[src/sv/mmsm_pkg.sv]
package mmsm_pkg;

   localparam int MACHINES_DEF = 8;
   localparam int TIME_W       = 48;
   localparam int IDX_W        = 3;
   localparam int RATIO_W      = 17;
   localparam int CSR_IDX_W    = 1;
   localparam int HALF_W       = TIME_W / 2;
   localparam int PART_W       = RATIO_W + HALF_W;
   localparam int PROD_W       = RATIO_W + TIME_W;

   localparam logic [RATIO_W-1:0] RATIO_ONE        = RATIO_W'(65536);
   localparam logic [RATIO_W-1:0] RATIO_LOW_RESET  = RATIO_W'(19661);
   localparam logic [RATIO_W-1:0] RATIO_HIGH_RESET = RATIO_W'(52429);

   localparam logic [CSR_IDX_W-1:0] REG_RATIO_LOW  = CSR_IDX_W'(0);
   localparam logic [CSR_IDX_W-1:0] REG_RATIO_HIGH = CSR_IDX_W'(1);

   localparam logic OP_LOAD = 1'b0;
   localparam logic OP_CAND = 1'b1;

   localparam logic MODE_MCT = 1'b0;
   localparam logic MODE_MET = 1'b1;

   typedef enum logic [2:0] {
      ST_IDLE,
      ST_CAND,
      ST_PICK,
      ST_SCAN,
      ST_START,
      ST_RATIO,
      ST_OUT
   } state_type;

   typedef struct packed {
      logic              en;
      logic [IDX_W-1:0]  idx;
      logic [TIME_W-1:0] value;
   } wr_type;

   typedef struct packed {
      logic [TIME_W-1:0] lo;
      logic [TIME_W-1:0] hi;
   } scan_type;

   typedef struct packed {
      logic done;
      logic mode;
   } ratio_res_type;

endpackage

[src/sv/mmsm_cell.sv]
module mmsm_cell
   import mmsm_pkg::*;
#(
   parameter int ID = 0
) (
   input  logic              clock,
   input  logic              reset,
   input  wr_type            wr,
   input  scan_type          scan_i,
   output logic [TIME_W-1:0] ready,
   output scan_type          scan_o
);

   logic [TIME_W-1:0] ready_ff, ready_in;
   scan_type          scan_ff, scan_in;

   always_comb begin
      ready_in = ready_ff;
      if (wr.en && (32'(wr.idx) == ID)) begin
         ready_in = wr.value;
      end
   end

   always_comb begin
      scan_in.lo = (ready_ff < scan_i.lo) ? ready_ff : scan_i.lo;
      scan_in.hi = (ready_ff > scan_i.hi) ? ready_ff : scan_i.hi;
   end

   always_ff @(posedge clock) begin
      if (reset) begin
         ready_ff <= '0;
      end else begin
         ready_ff <= ready_in;
      end
   end

   always_ff @(posedge clock) begin
      scan_ff <= scan_in;
   end

   assign ready  = ready_ff;
   assign scan_o = scan_ff;

endmodule

[config.mk]
export PLATFORM = sky130hd
export DESIGN_NAME = mmsm_cell
export DESIGN_NICKNAME = d
export VERILOG_FILES = /design/src/sv/mmsm_pkg.sv /design/src/sv/mmsm_cell.sv
export SDC_FILE = /design/constraint.sdc
export NUM_CORES = 1
export LEC_CHECK = 0
export ABC_CLOCK_PERIOD_IN_PS = 2400
export BUFFER_PORTS_ARGS = -buffer_cell sky130_fd_sc_hd__buf_2
export CAP_MARGIN = 20
export CORE_MARGIN = 2
export CORE_UTILIZATION = 44
export DETAILED_ROUTE_END_ITERATION = 10
export HOLD_SLACK_MARGIN = 0.1
export PLACE_DENSITY = 0.74
export SKIP_LAST_GASP = 1
export SLEW_MARGIN = 10
export SYNTH_ARGS = -nofsm -noshare
export SYNTH_HDL_FRONTEND = slang
export SYNTH_SLANG_ARGS = --single-unit
[constraint.sdc]
create_clock -name clock -period 2.4 [get_ports clock]
set_input_delay 0.48 -clock clock [delete_from_list [all_inputs] [get_ports clock]]
set_output_delay 0.48 -clock clock [all_outputs]
set_load 0.01 [all_outputs]
# Word-level counts from Yosys, hierarchy flattened
# Index checks and enable logic that the tools add are counted.
word_totals:
  register_bits: 144
  output_inout_bits: 144
  input_bits: 150
classes:
  n_lt_le_gt_ge: 2
  n_mux: 2
  reduce_logical: 2
ops:
  columns: ["op", "count"]
  rows:
  - ["$mux 48", 2]
  - ["$gt 48x48->1", 1]
  - ["$lt 48x48->1", 1]
  - ["$logic_not 3->1", 1]
  - ["$logic_and 1x1->1", 1]

# Depth between registers and ports, before layout
depth:
  ltp_word: 2
  ltp_mapped: 10
  ltp_nobuf: 8

# Worst setup path before layout
# OpenSTA, ideal clock, no wires.
synth_timing:
  path_type: "input to register"
  start: "input scan_i[1] in the netlist's numbering"
  end: "register scan_ff, in the netlist scan_o[27]"
  path_slack_ps: -73
  path_stages: 10
  n_path_buf: 2
  arrival_time_ps: 2353
  required_time_ps: 2279
  path_cell_list: "inv_1 ha_1 nor2b_1 o211ai_1 a21oi_1 o311a_1 o31ai_2 buf_4 buf_6 mux2_2"
synth_rtl:
  columns: ["item", "line_no", "source"]
  rows:
  - ["start: declaration", "mmsm_cell.sv:9", "input scan_type scan_i,"]
  - ["end signal: assignment", "mmsm_cell.sv:38", "scan_ff <= scan_in;"]
  - ["end: declaration", "mmsm_cell.sv:15", "scan_type scan_ff, scan_in;"]

==> impl_metrics.py <==
metrics = {
    "status": {
        "run_status": "finished with violations",
        "violations": "negative setup slack",
    },
    "logic_synthesis": {
        "synth_cell_types": 45,
        "avgSynthCellArea_sq_um": 9.660,
        "synth_edf_count": 0,
        "syn-cell-area_sq_mm": 0.007254,
        "netlist_instances": 751,
        "ys_seq_area_frac": 0.3974,
        "synthFlopType": "dfxtp_1",
        "synth_nets": 996,
        "yosys_warnings": 0,
        "ys_ff_latch": 144,
        "synthArstFlopShare": 0,
    },
    "floorplanning": {
        "rows": 46,
        "die_x_microns": 132.4,
        "dieHeight_microns": 132.4,
        "ios": 294,
        "die_area_sq_mm": 0.01753,
        "core_sq_mm": 0.01600,
        "start_util": 0.4534,
    },
    "global_route": {
        "grt_pass1_wl_microns": 37860,
        "first_global_vias": 7364,
        "antenna_found_initial": 1,
        "grt_overflow": 0,
        "grt_max_degree": 49,
        "track_usage": 0.2772,
    },
    "job": {
        "maxCapViolations": 0,
    },
    "clock_tree": {
        "clockRootBuffer": "clkbuf_16",
        "cts_made_buffers": 17,
        "cts_tree": "yes",
        "cts.htree.levels": 4,
        "clock_latency_ns": 0.43,
        "clock_sinks": 144,
        "clk_pin_slew_ns": 0.06,
        "clk_path_buf_depth": 2,
    },
    "setup_path": {
        "cp.required_ns": 2.72,
        "cp.arrival_ns": 2.89,
        "crit_type": "reg -> reg",
        "cp_top_family": "compound AO/OA/AOI/OAI gates",
        "crit_slowest_cell": "a221o_1",
        "endpoint_kind": "register",
        "cp_cell_sequence": "buf_4 -> ha_4 -> a21oi_2 -> o21ai_2 -> a221o_1 -> o31ai_4 -> nand3_4 -> buf_12 -> buf_12 -> clkbuf_16 -> mux2_4",
        "cp_max_fo": 5,
        "critPathBufInv": 4,
        "crit_path_max_incr_delay_ns": 0.37,
        "crit_path_start_kind": "register",
        "cpMostUsedCell": "buf_12",
    },
    "min_path": {
        "hold_class": "in -> reg",
    },
    "sta": {
        "clock.fmax_ghz": 0.3877,
        "setup_ws_ns": -0.1791,
        "setup_violations": 90,
        "fin_crit_ns": 2.579,
        "finClkSkew_ns": 0.008084,
        "worst_slew_pin_slew_ns": 0.6173,
        "rsz0062_at_grt": "yes",
        "final_hold_viol_count": 0,
        "holdWs_ns": 0.2787,
        "min_period_over_period": 1.075,
        "relSlewSlack": 0.5884,
        "drv_slew": 0,
    },
    "finish": {
        "utilization": 0.7254,
        "layout_common_cells": "293 x buf_2, 114 x nand2_1, 113 x dfxtp_1, 108 x buf_4, 84 x inv_1",
        "layout_commonest_cell": "buf_2",
        "syn_to_final_growth_pct": 59.99,
        "layout-drive-gt1-share": 0.5554,
        "fillCellCount": 1175,
        "fin_nets": 1415,
    },
    "detailed_routing": {
        "drc": 0,
        "wl_per_cell_microns": 18.14,
        "vias_per_cell": 5.073,
        "vias": 7102,
        "antenna_left": 0,
        "drtPass1Iterations": 4,
        "postRouteWirelength_microns": 25400,
        "drt_iter0_drc": 313,
    },
    "power_and_ir_drop": {
        "p_per_area_mw_per_mm2": 527.6,
        "peakVddDrop_mv": 0.4813,
        "p_total_uw": 6123,
        "leakage_uw": 0.006022,
    },
    "placement": {
        "dp_hpwl_microns": 17370,
        "place.port_buffers": 293,
        "globalplace.congestion": 0.8268,
    },
}
==> flip-flops by register name, indices dropped and copies added, names as in the netlist <==
signal	flops
ready	48
scan_o	96
==> synthesized netlist by cell type (all sizes together), types with 3 or more instances <==
| cell type | n | area (sq um) |
|---|---|---|
| buf | 10 | 96.34 |
| nand2 | 115 | 431.7 |
| clkbuf | 15 | 56.30 |
| dfxtp | 144 | 2883 |
| a221o | 3 | 30.03 |
| and4 | 3 | 26.28 |
| o21ai | 13 | 65.06 |
| inv | 97 | 364.1 |
| nand4 | 18 | 112.6 |
| ha | 95 | 1189 |
| nor2 | 8 | 30.03 |
| a21o | 3 | 22.52 |
| mux2 | 96 | 1156 |
| o211ai | 3 | 22.52 |
| nand3 | 10 | 55.05 |
| a21oi | 85 | 425.4 |
| nor3 | 6 | 35.03 |
| a211oi | 4 | 35.03 |
| nor4 | 3 | 25.02 |
| o31ai | 3 | 32.53 |
==> cells by family after synthesis <==
family,after synthesis,synth area share
buffers and inverters,122,0.07123
AOI/OAI and AO/OA,126,0.1031
muxes,96,0.1594
adders and majority gates,95,0.1638
and+or+nand+nor,168,0.1050
DFF,144,0.3974
==> per-layer routing <==
layer	vias to the layer above	global-route usage	share of wire
met4	0	0.09737	0.021
met1	3343	0.3256	0.40
li1	3437	-	-
met3	36	0.05844	0.058
met5	-	0	0
met2	286	0.4980	0.52
==> final timing paths <==
check	endpoint	start	slack, ns	cells past startpoint
worst max register to register	scan_o[58]$_DFF_P_	ready[31]$_SDFFE_PP0P_	-0.18	11
worst max-delay path	scan_o[58]$_DFF_P_	ready[31]$_SDFFE_PP0P_	-0.18	11
worst min-delay path	ready[28]$_SDFFE_PP0P_	wr[28]	0.28	3
worst min register to register	ready[36]$_SDFFE_PP0P_	ready[36]$_SDFFE_PP0P_	0.49	2
==> report_power, final <==
part	total, uW	switching (uW)	internal [uW]
sequential	2510	39.5	2470
clock	2740	1060	1690
combinational	865	419	446
==> stage by stage <==
step | TNS [ns] | setup slack [ns] | instance area (sq um) | std cells
after floorplan | -0.7195 | -0.03253 | 7518 | 751
after global placement | -40.11 | -0.4678 | 9938 | 1336
after detailed placement | -40.71 | -0.5029 | 9938 | 1336
after CTS | -10.80 | -0.1777 | 11370 | 1394
after global routing | -17.63 | -0.2513 | 11610 | 1400
final | -7.934 | -0.1791 | 11610 | 1400
==> worst reg2reg max path, stage by stage, from the launching register on <==
cell and delay (ns):
dfxtp_2 0.32, buf_4 0.14, ha_4 0.22, a21oi_2 0.14, o21ai_2 0.08, a221o_1 0.37, o31ai_4 0.29, nand3_4 0.16
buf_12 0.16, buf_12 0.12, clkbuf_16 0.15, mux2_4 0.30
==> area by class of cell <==
class,count,area (sq um),share of cell area
timing repair buffer,425,2746,0.2366
clock buffer,22,464.2,0.04000
antenna,1,2.502,0.0002156
tap,216,270.3,0.02329
inverter,97,394.1,0.03396
clock inverter,10,135.1,0.01164
multi-input combinational,485,4652,0.4008
sequential,144,2942,0.2535
==> timing repair <==
| action | CTS | global route |
|---|---|---|
| setup endpoints to repair | 96 | 96 |
| buffers inserted | 21 | 7 |
| endpoints found under the hold margin | 0 | 0 |
| hold buffers | 0 | 0 |
| resized for setup | 96 | 48 |
| pin swaps | 24 | 19 |
| cloned | 7 | 3 |
Power figures use the tool's default switching activity.
