===== src/sv/mmsm_pkg.sv =====
package mmsm_pkg;

   localparam int MACHINES_DEF = 8;
   localparam int TIME_W       = 48;
   localparam int IDX_W        = 3;
   localparam int RATIO_W      = 17;
   localparam int CSR_IDX_W    = 1;
   localparam int HALF_W       = TIME_W / 2;
   localparam int PART_W       = RATIO_W + HALF_W;
   localparam int PROD_W       = RATIO_W + TIME_W;

   localparam logic [RATIO_W-1:0] RATIO_ONE        = RATIO_W'(65536);
   localparam logic [RATIO_W-1:0] RATIO_LOW_RESET  = RATIO_W'(19661);
   localparam logic [RATIO_W-1:0] RATIO_HIGH_RESET = RATIO_W'(52429);

   localparam logic [CSR_IDX_W-1:0] REG_RATIO_LOW  = CSR_IDX_W'(0);
   localparam logic [CSR_IDX_W-1:0] REG_RATIO_HIGH = CSR_IDX_W'(1);

   localparam logic OP_LOAD = 1'b0;
   localparam logic OP_CAND = 1'b1;

   localparam logic MODE_MCT = 1'b0;
   localparam logic MODE_MET = 1'b1;

   typedef enum logic [2:0] {
      ST_IDLE,
      ST_CAND,
      ST_PICK,
      ST_SCAN,
      ST_START,
      ST_RATIO,
      ST_OUT
   } state_type;

   typedef struct packed {
      logic              en;
      logic [IDX_W-1:0]  idx;
      logic [TIME_W-1:0] value;
   } wr_type;

   typedef struct packed {
      logic [TIME_W-1:0] lo;
      logic [TIME_W-1:0] hi;
   } scan_type;

   typedef struct packed {
      logic done;
      logic mode;
   } ratio_res_type;

endpackage


===== src/sv/mmsm_ratio.sv =====
module mmsm_ratio
   import mmsm_pkg::*;
(
   input  logic               clock,
   input  logic               reset,
   input  logic               start,
   input  scan_type           span,
   input  logic [RATIO_W-1:0] ratio_low,
   input  logic [RATIO_W-1:0] ratio_high,
   input  logic               mode_cur,
   output ratio_res_type      res
);

   logic               v1_ff, v2_ff, v3_ff;
   logic [PART_W-1:0]  ph_lo_ff, ph_hi_ff, pl_lo_ff, pl_hi_ff;
   logic [PROD_W-1:0]  scaled1_ff, scaled2_ff, prod_h_ff, prod_l_ff;
   logic               zero1_ff, zero2_ff, rh_ok1_ff, rh_ok2_ff;
   logic               mode_ff, mode_in;
   logic [RATIO_W-1:0] rl_clamp;

   // split products, half of the max per multiplier
   assign rl_clamp = (ratio_low > RATIO_ONE) ? RATIO_ONE : ratio_low;

   always_ff @(posedge clock) begin
      ph_lo_ff   <= PART_W'(ratio_high) * PART_W'(span.hi[HALF_W-1:0]);
      ph_hi_ff   <= PART_W'(ratio_high) * PART_W'(span.hi[TIME_W-1:HALF_W]);
      pl_lo_ff   <= PART_W'(rl_clamp) * PART_W'(span.hi[HALF_W-1:0]);
      pl_hi_ff   <= PART_W'(rl_clamp) * PART_W'(span.hi[TIME_W-1:HALF_W]);
      scaled1_ff <= PROD_W'({span.lo, 16'd0});
      zero1_ff   <= (span.hi == '0);
      rh_ok1_ff  <= (ratio_high <= RATIO_ONE);

      prod_h_ff  <= {ph_hi_ff, {HALF_W{1'b0}}} + PROD_W'(ph_lo_ff);
      prod_l_ff  <= {pl_hi_ff, {HALF_W{1'b0}}} + PROD_W'(pl_lo_ff);
      scaled2_ff <= scaled1_ff;
      zero2_ff   <= zero1_ff;
      rh_ok2_ff  <= rh_ok1_ff;

      mode_ff    <= mode_in;
   end

   always_comb begin
      mode_in = mode_cur;
      if (!zero2_ff) begin
         if (rh_ok2_ff && (scaled2_ff >= prod_h_ff)) begin
            mode_in = MODE_MET;
         end else if (scaled2_ff <= prod_l_ff) begin
            mode_in = MODE_MCT;
         end
      end
   end

   always_ff @(posedge clock) begin
      if (reset) begin
         v1_ff <= 1'b0;
         v2_ff <= 1'b0;
         v3_ff <= 1'b0;
      end else begin
         v1_ff <= start;
         v2_ff <= v1_ff;
         v3_ff <= v2_ff;
      end
   end

   assign res.done = v3_ff;
   assign res.mode = mode_ff;

endmodule


===== config.mk =====
export PLATFORM = sky130hd
export DESIGN_NAME = mmsm_ratio
export DESIGN_NICKNAME = d
export VERILOG_FILES = /design/src/sv/mmsm_pkg.sv /design/src/sv/mmsm_ratio.sv
export SDC_FILE = /design/constraint.sdc
export NUM_CORES = 2
export LEC_CHECK = 0
export ABC_AREA = 1
export BUFFER_PORTS_ARGS = -buffer_cell sky130_fd_sc_hd__clkbuf_2
export CAP_MARGIN = 0
export CORE_MARGIN = 3
export CORE_UTILIZATION = 35
export CTS_BUF_LIST = sky130_fd_sc_hd__clkbuf_16
export DETAILED_ROUTE_END_ITERATION = 7
export GPL_TIMING_DRIVEN = 0
export PLACE_DENSITY = 0.48
export SETUP_SLACK_MARGIN = 0.2
export SLEW_MARGIN = 10
export SYNTH_ARGS = -nofsm -noshare
export SYNTH_HDL_FRONTEND = slang
export SYNTH_SLANG_ARGS = --single-unit

===== constraint.sdc =====
create_clock -name clock -period 13.99 [get_ports clock]
set_clock_uncertainty 0.1 [all_clocks]
set_input_delay 1.399 -clock clock [delete_from_list [all_inputs] [get_ports clock]]
set_output_delay 1.399 -clock clock [all_outputs]
set_load 0.1 [all_outputs]

---- Word-level counts from Yosys, hierarchy flattened ----
Index checks and enable logic that the tools add are counted.
Widths: inputs -> output; s select.
operators by class
  multiplexer cells ....................... 4
  reductions and logical operators ........ 2
  magnitude comparators ................... 4
  multiply operators ...................... 4
  add/sub/neg operators ................... 2
operator list
  cell                  number
  $mul 17x24->41        4
  $add 65x41->65        2
  $ge 64x65->1          1
  $le 64x65->1          1
  $logic_not 48->1      1
  $gt 17x17->1 const B  1
  $le 17x17->1 const B  1
  $mux 17               1
  $mux 1                3
  $logic_and 1x1->1     1
word-level totals
  register bits ........................... 398

---- Depth between registers and ports, before layout ----
  word-level depth ........................ 4
  depth in mapped cells ................... 31
  gate-level depth less buffers ........... 30

---- Least setup slack after synthesis ----
Ideal clock, no wire load.
  path kind ............................... in2reg
  from .................................... in ratio_low[11]
  to ...................................... reg pl_hi_ff[37]
  slack ................................... 6.736 ns
  data required time ...................... 13.778 ns
  path buffers ............................ 2
  library setup time ...................... 0.112 ns
  arrival ................................. 7.042 ns
  stages on the path ...................... 29
  path through ............................ inv_2 -> nand4_1 -> nor4_4 -> a21boi_4 -> buf_12 -> nor2_4 -> buf_2 -> nand2_1 -> fa_1 -> inv_1 -> fa_1 -> fa_1 -> inv_1 -> fa_1 -> inv_1 -> fa_1 -> inv_1 -> fa_1 -> inv_1 -> ha_1 -> a21oi_1 -> inv_1 -> a31oi_1 -> a21boi_0 -> nor2_1 -> nor2_1 -> nand2_1 -> nand2_1 -> nand2_1
on the way
  cells in the longest elaborated chain, start to end .. 3
RTL lines
  what                  line              source
  from (decl)           mmsm_ratio.sv:8   input logic [RATIO_W-1:0] ratio_low,
  $gt 17x17->1          mmsm_ratio.sv:22  assign rl_clamp = (ratio_low > RATIO_ONE) ? RATIO_ONE : ratio_low;
  $mux 17 *             mmsm_ratio.sv:22
  $mul 17x24->41 *      mmsm_ratio.sv:28  pl_hi_ff <= PART_W'(rl_clamp) * PART_W'(span.hi[TIME_W-1:HALF_W]);
  to (signal assigned)  mmsm_ratio.sv:28
  to (decl)             mmsm_ratio.sv:15  logic [PART_W-1:0] ph_lo_ff, ph_hi_ff, pl_lo_ff, pl_hi_ff;
Every way passes the cells marked *; elsewhere a longest branch is shown, timed or not.
A chain may end at the register's enable or synchronous reset.

---- Final worst setup path ----
  from .................................... in ratio_high[2]
  to ...................................... reg ph_lo_ff[25]
on the way
  cells in the longest elaborated chain, start to end .. 1
RTL lines
  what                  line              source
  from (decl)           mmsm_ratio.sv:9   input logic [RATIO_W-1:0] ratio_high,
  $mul 17x24->41        mmsm_ratio.sv:25  ph_lo_ff <= PART_W'(ratio_high) * PART_W'(span.hi[HALF_W-1:0]);
  to (signal assigned)  mmsm_ratio.sv:25
  to (decl)             mmsm_ratio.sv:15
No other way between the ends.

==> results.yml <==
clocking:
  h-tree-depth: 2
  cts_resized: 0
  clock_latency_ns: 0.73
  clk_pin_slew_ns: 0.06
  clk_path_buf_depth: 3
  numCtsBuffers: 49
  cts.sinks: 398
  post-cts-setup-buffer-count: 0
  root_buffer: "clkbuf_16"
  cts_tree: "done"
  hold_buffers: 0
critical_path:
  slowest_stage: "buf_1"
  worstSetupStartpoint: "ratio_high[2]"
  r2r_cells: 13
  arrival_ns: 10.01
  cp.required_ns: 14.35
  critPathKind: "input pin to register"
  timing.reg2reg.setup_slack_ns: 9.91
  r2r_start: "scaled2_ff[30]"
  crit_top_cell: "fa_1"
  path_cells: "clkbuf_2 > clkbuf_1 > buf_1 > nand2_1 > fa_1 > inv_1 > fa_1 > inv_1 > fa_1 > inv_1 > fa_1 > inv_1 > fa_1 > inv_1 > fa_1 > ha_1 > nand2_1 > nor2_1 > nand2_1 > o21ai_0 > a21oi_1 > xor2_1"
  cpPeakStageDelay_ns: 1.04
  worstSetupEndpointType: "register"
  cp-endpoint: "ph_lo_ff[25]"
  cp_max_fo: 10
  start_kind: "input pin"
  r2r_end: "mode_ff"
floorplanning:
  dieHeight_um: 446
  ioPinCount: 136
  start_util_pct: 35.3
  core-area_um2: 193000
  dieArea_um2: 199000
  rows: 161
  die_x_um: 446
synth:
  synthArstFlopShare_pct: 0
  ys_ff_latch: 398
  syn_inst: 8574
  synth_warnings: 0
  synth_edf_count: 0
  ys_top_cells_by_area: "fa_1, inv_1, dfxtp_1, nand2_1, ha_1"
  synth_top_area_share_pct: 38.9
  yosysSeqAreaShare_pct: 11.7
  synth_nets: 10600
  postSynthAreaPerCell_um2: 7.92
  syn_area_um2: 67900
  yosysUniqueCellTypes: 44
  synth_top_flop_cell: "dfxtp_1"
  yosysTopAreaCell: "fa_1"
grt:
  use_met1_pct: 35.6
  grt_first_pass_wirelength_mm: 399
  grt_busiest_layer: "met2"
  grt_use_met3_pct: 4.88
  grt_antenna_before_repair: 36
  track_usage_pct: 27.7
  grt_max_degree: 16
  gr-usage-met2_pct: 43.8
  overflow: 0
  grt_pass1_vias: 59500
worst_hold_path:
  hold_class: "register to register"
  hold_depth: 0
routing:
  firstDrtPassIters: 5
  route.detailed.drc: 0
  antenna_left: 0
  vias: 56800
  wl_per_cell_um: 24.1
  wl_mm: 273
  drt_iter0_markers: 4764
  avgViaCountPerCell: 5.03
sta:
  slew_headroom_pct: 4.62
  slew_viol_final: 0
  finalCritPeriodShare_pct: 69.0
  finalHoldViolations: 0
  finalSetupViolations: 0
  post-route-min-period_ns: 9.66
  setup_tns_ns: 0
  tightest_slew_ns: 1.43
  fmax_mhz: 104
  rsz0062_at_grt: "no"
outcome:
  outcome: "finished clean"
placed_design:
  portBuffers: 105
  gp_congestion: 0.993
  place_inst: 11200
  dpl.hpwl_mm: 229
cells_and_area:
  area_growth_pct: 7.98
  drive_gt1_share_pct: 3.31
  fin_nets: 10800
  finalNonFillerCells: 11300
run:
  drv_cap: 0
==> layout by cell type, fill, tap and decap left out, types with 7 or more instances in the layout <==
| cell type | n |
|---|---|
| inv_1 | 2180 |
| nand2_1 | 2079 |
| fa_1 | 1318 |
| nor2_1 | 614 |
| ha_1 | 590 |
| dfxtp_1 | 398 |
| a21oi_1 | 285 |
| clkbuf_1 | 194 |
| o21ai_0 | 165 |
| xor2_1 | 129 |
| clkbuf_2 | 117 |
| nand3_1 | 116 |
| nor3_1 | 80 |
| buf_1 | 60 |
| xnor2_1 | 56 |
| clkbuf_16 | 49 |
| buf_2 | 46 |
| nand4_1 | 42 |
| nor4_1 | 33 |
| clkinv_1 | 21 |
| inv_2 | 19 |
| a21boi_0 | 19 |
| nand3b_1 | 18 |
| o21bai_1 | 14 |
| diode_2 | 13 |
| a21o_1 | 13 |
| o21a_1 | 12 |
| o21ai_1 | 8 |
| a31oi_1 | 8 |
| and3_1 | 7 |
| o211ai_1 | 7 |
==> how the worst min path moves through the flow <==
stage	start	endpoint	slack [ns]
2_1_floorplan	ph_lo_ff[0]	prod_h_ff[0]	0.21
3_3_place_gp	ph_lo_ff[14]	prod_h_ff[14]	0.21
3_5_place_dp	ph_lo_ff[19]	prod_h_ff[19]	0.21
4_1_cts	scaled1_ff[28]	scaled2_ff[28]	0.21
5_1_grt	scaled1_ff[44]	scaled2_ff[44]	0.22
6_report	scaled1_ff[28]	scaled2_ff[28]	0.21
==> logic make-up (layout without fill, tap and decap cells) <==
kind of cell    Yosys count  after routing  synth area share, %
simple gates           3015           3015                 17.7
buf+inv                2522           2719                 14.1
fa+ha+maj              1908           1908                 49.7
compound gates          546            546                 4.36
flops                   398            398                 11.7
xor+xnor                185            185                 2.39
other cells               0             13                    0
==> cell usage after synthesis, types with 12 or more instances <==
| master | instances |
|---|---|
| inv_1 | 2174 |
| o21bai_1 | 14 |
| ha_1 | 590 |
| clkinv_1 | 12 |
| nand3_1 | 116 |
| a21o_1 | 13 |
| inv_2 | 19 |
| nand2_1 | 2079 |
| buf_1 | 61 |
| nand3b_1 | 18 |
| xor2_1 | 129 |
| nor4_1 | 33 |
| dfxtp_1 | 398 |
| buf_2 | 45 |
| fa_1 | 1318 |
| a21boi_0 | 19 |
| a21oi_1 | 286 |
| clkbuf_1 | 206 |
| o21a_1 | 12 |
| xnor2_1 | 56 |
| nand4_1 | 42 |
| o21ai_0 | 165 |
| nor2_1 | 614 |
| nor3_1 | 80 |
==> per-layer routing <==
metal	vias to the layer above	share of wire, %	wire [µm]
li1	25300	-	-
met1	28700	40	110000
met2	2309	44	121000
met3	572	7.8	21300
met4	4	7.4	20100
met5	-	0.012	34
==> flip-flops by register name, indices dropped and copies added, names as in the netlist <==
| register | count |
|---|---|
| mode_ff | 1 |
| scaled2_ff | 48 |
| ph_lo_ff | 41 |
| rh_ok2_ff | 1 |
| v3_ff | 1 |
| v2_ff | 1 |
| zero1_ff | 1 |
| pl_lo_ff | 41 |
| ph_hi_ff | 41 |
| rh_ok1_ff | 1 |
| zero2_ff | 1 |
| prod_h_ff | 65 |
| scaled1_ff | 48 |
| prod_l_ff | 65 |
| pl_hi_ff | 41 |
| v1_ff | 1 |
==> critical path, delay by kind of cell <==
family                   cells  cell delay, ns
buffers and inverters        8            2.48
AO/OA/AOI/OAI                2            1.05
AND/OR/NAND/NOR              4            0.55
adder cells (fa/ha/maj)      7            3.49
XOR/XNOR                     1            1.03
==> through the flow <==
stage | setup WS [ns] | area, µm² | hold slack, ns | utilization, %
after floorplan | 6.74 | 67900 | 0.210 | -
after global placement | 3.92 | 71600 | 0.211 | 37.2
after detailed placement | 3.98 | 71600 | 0.212 | 37.2
after CTS | 4.68 | 73300 | 0.215 | 38.0
after global routing | 4.56 | 73300 | 0.219 | 38.1
final | 4.33 | 73300 | 0.211 | 38.1
==> final cells by class <==
| type | count | area (µm²) |
|---|---|---|
| Fill cell | 20400 | 119000 |
| Multi-Input combinational cell | 5654 | 50400 |
| Inverter | 2205 | 8280 |
| Sequential cell | 398 | 7970 |
| Tap cell | 2526 | 3160 |
| Buffer | 317 | 1290 |
| Clock buffer | 49 | 1230 |
| Timing Repair Buffer | 105 | 526 |
| Clock inverter | 43 | 452 |
| Antenna cell | 13 | 32.5 |
Power is left out: the tool's default activity adds up to more than one toggle a clock period on the data nets, which glitch-free logic cannot reach.
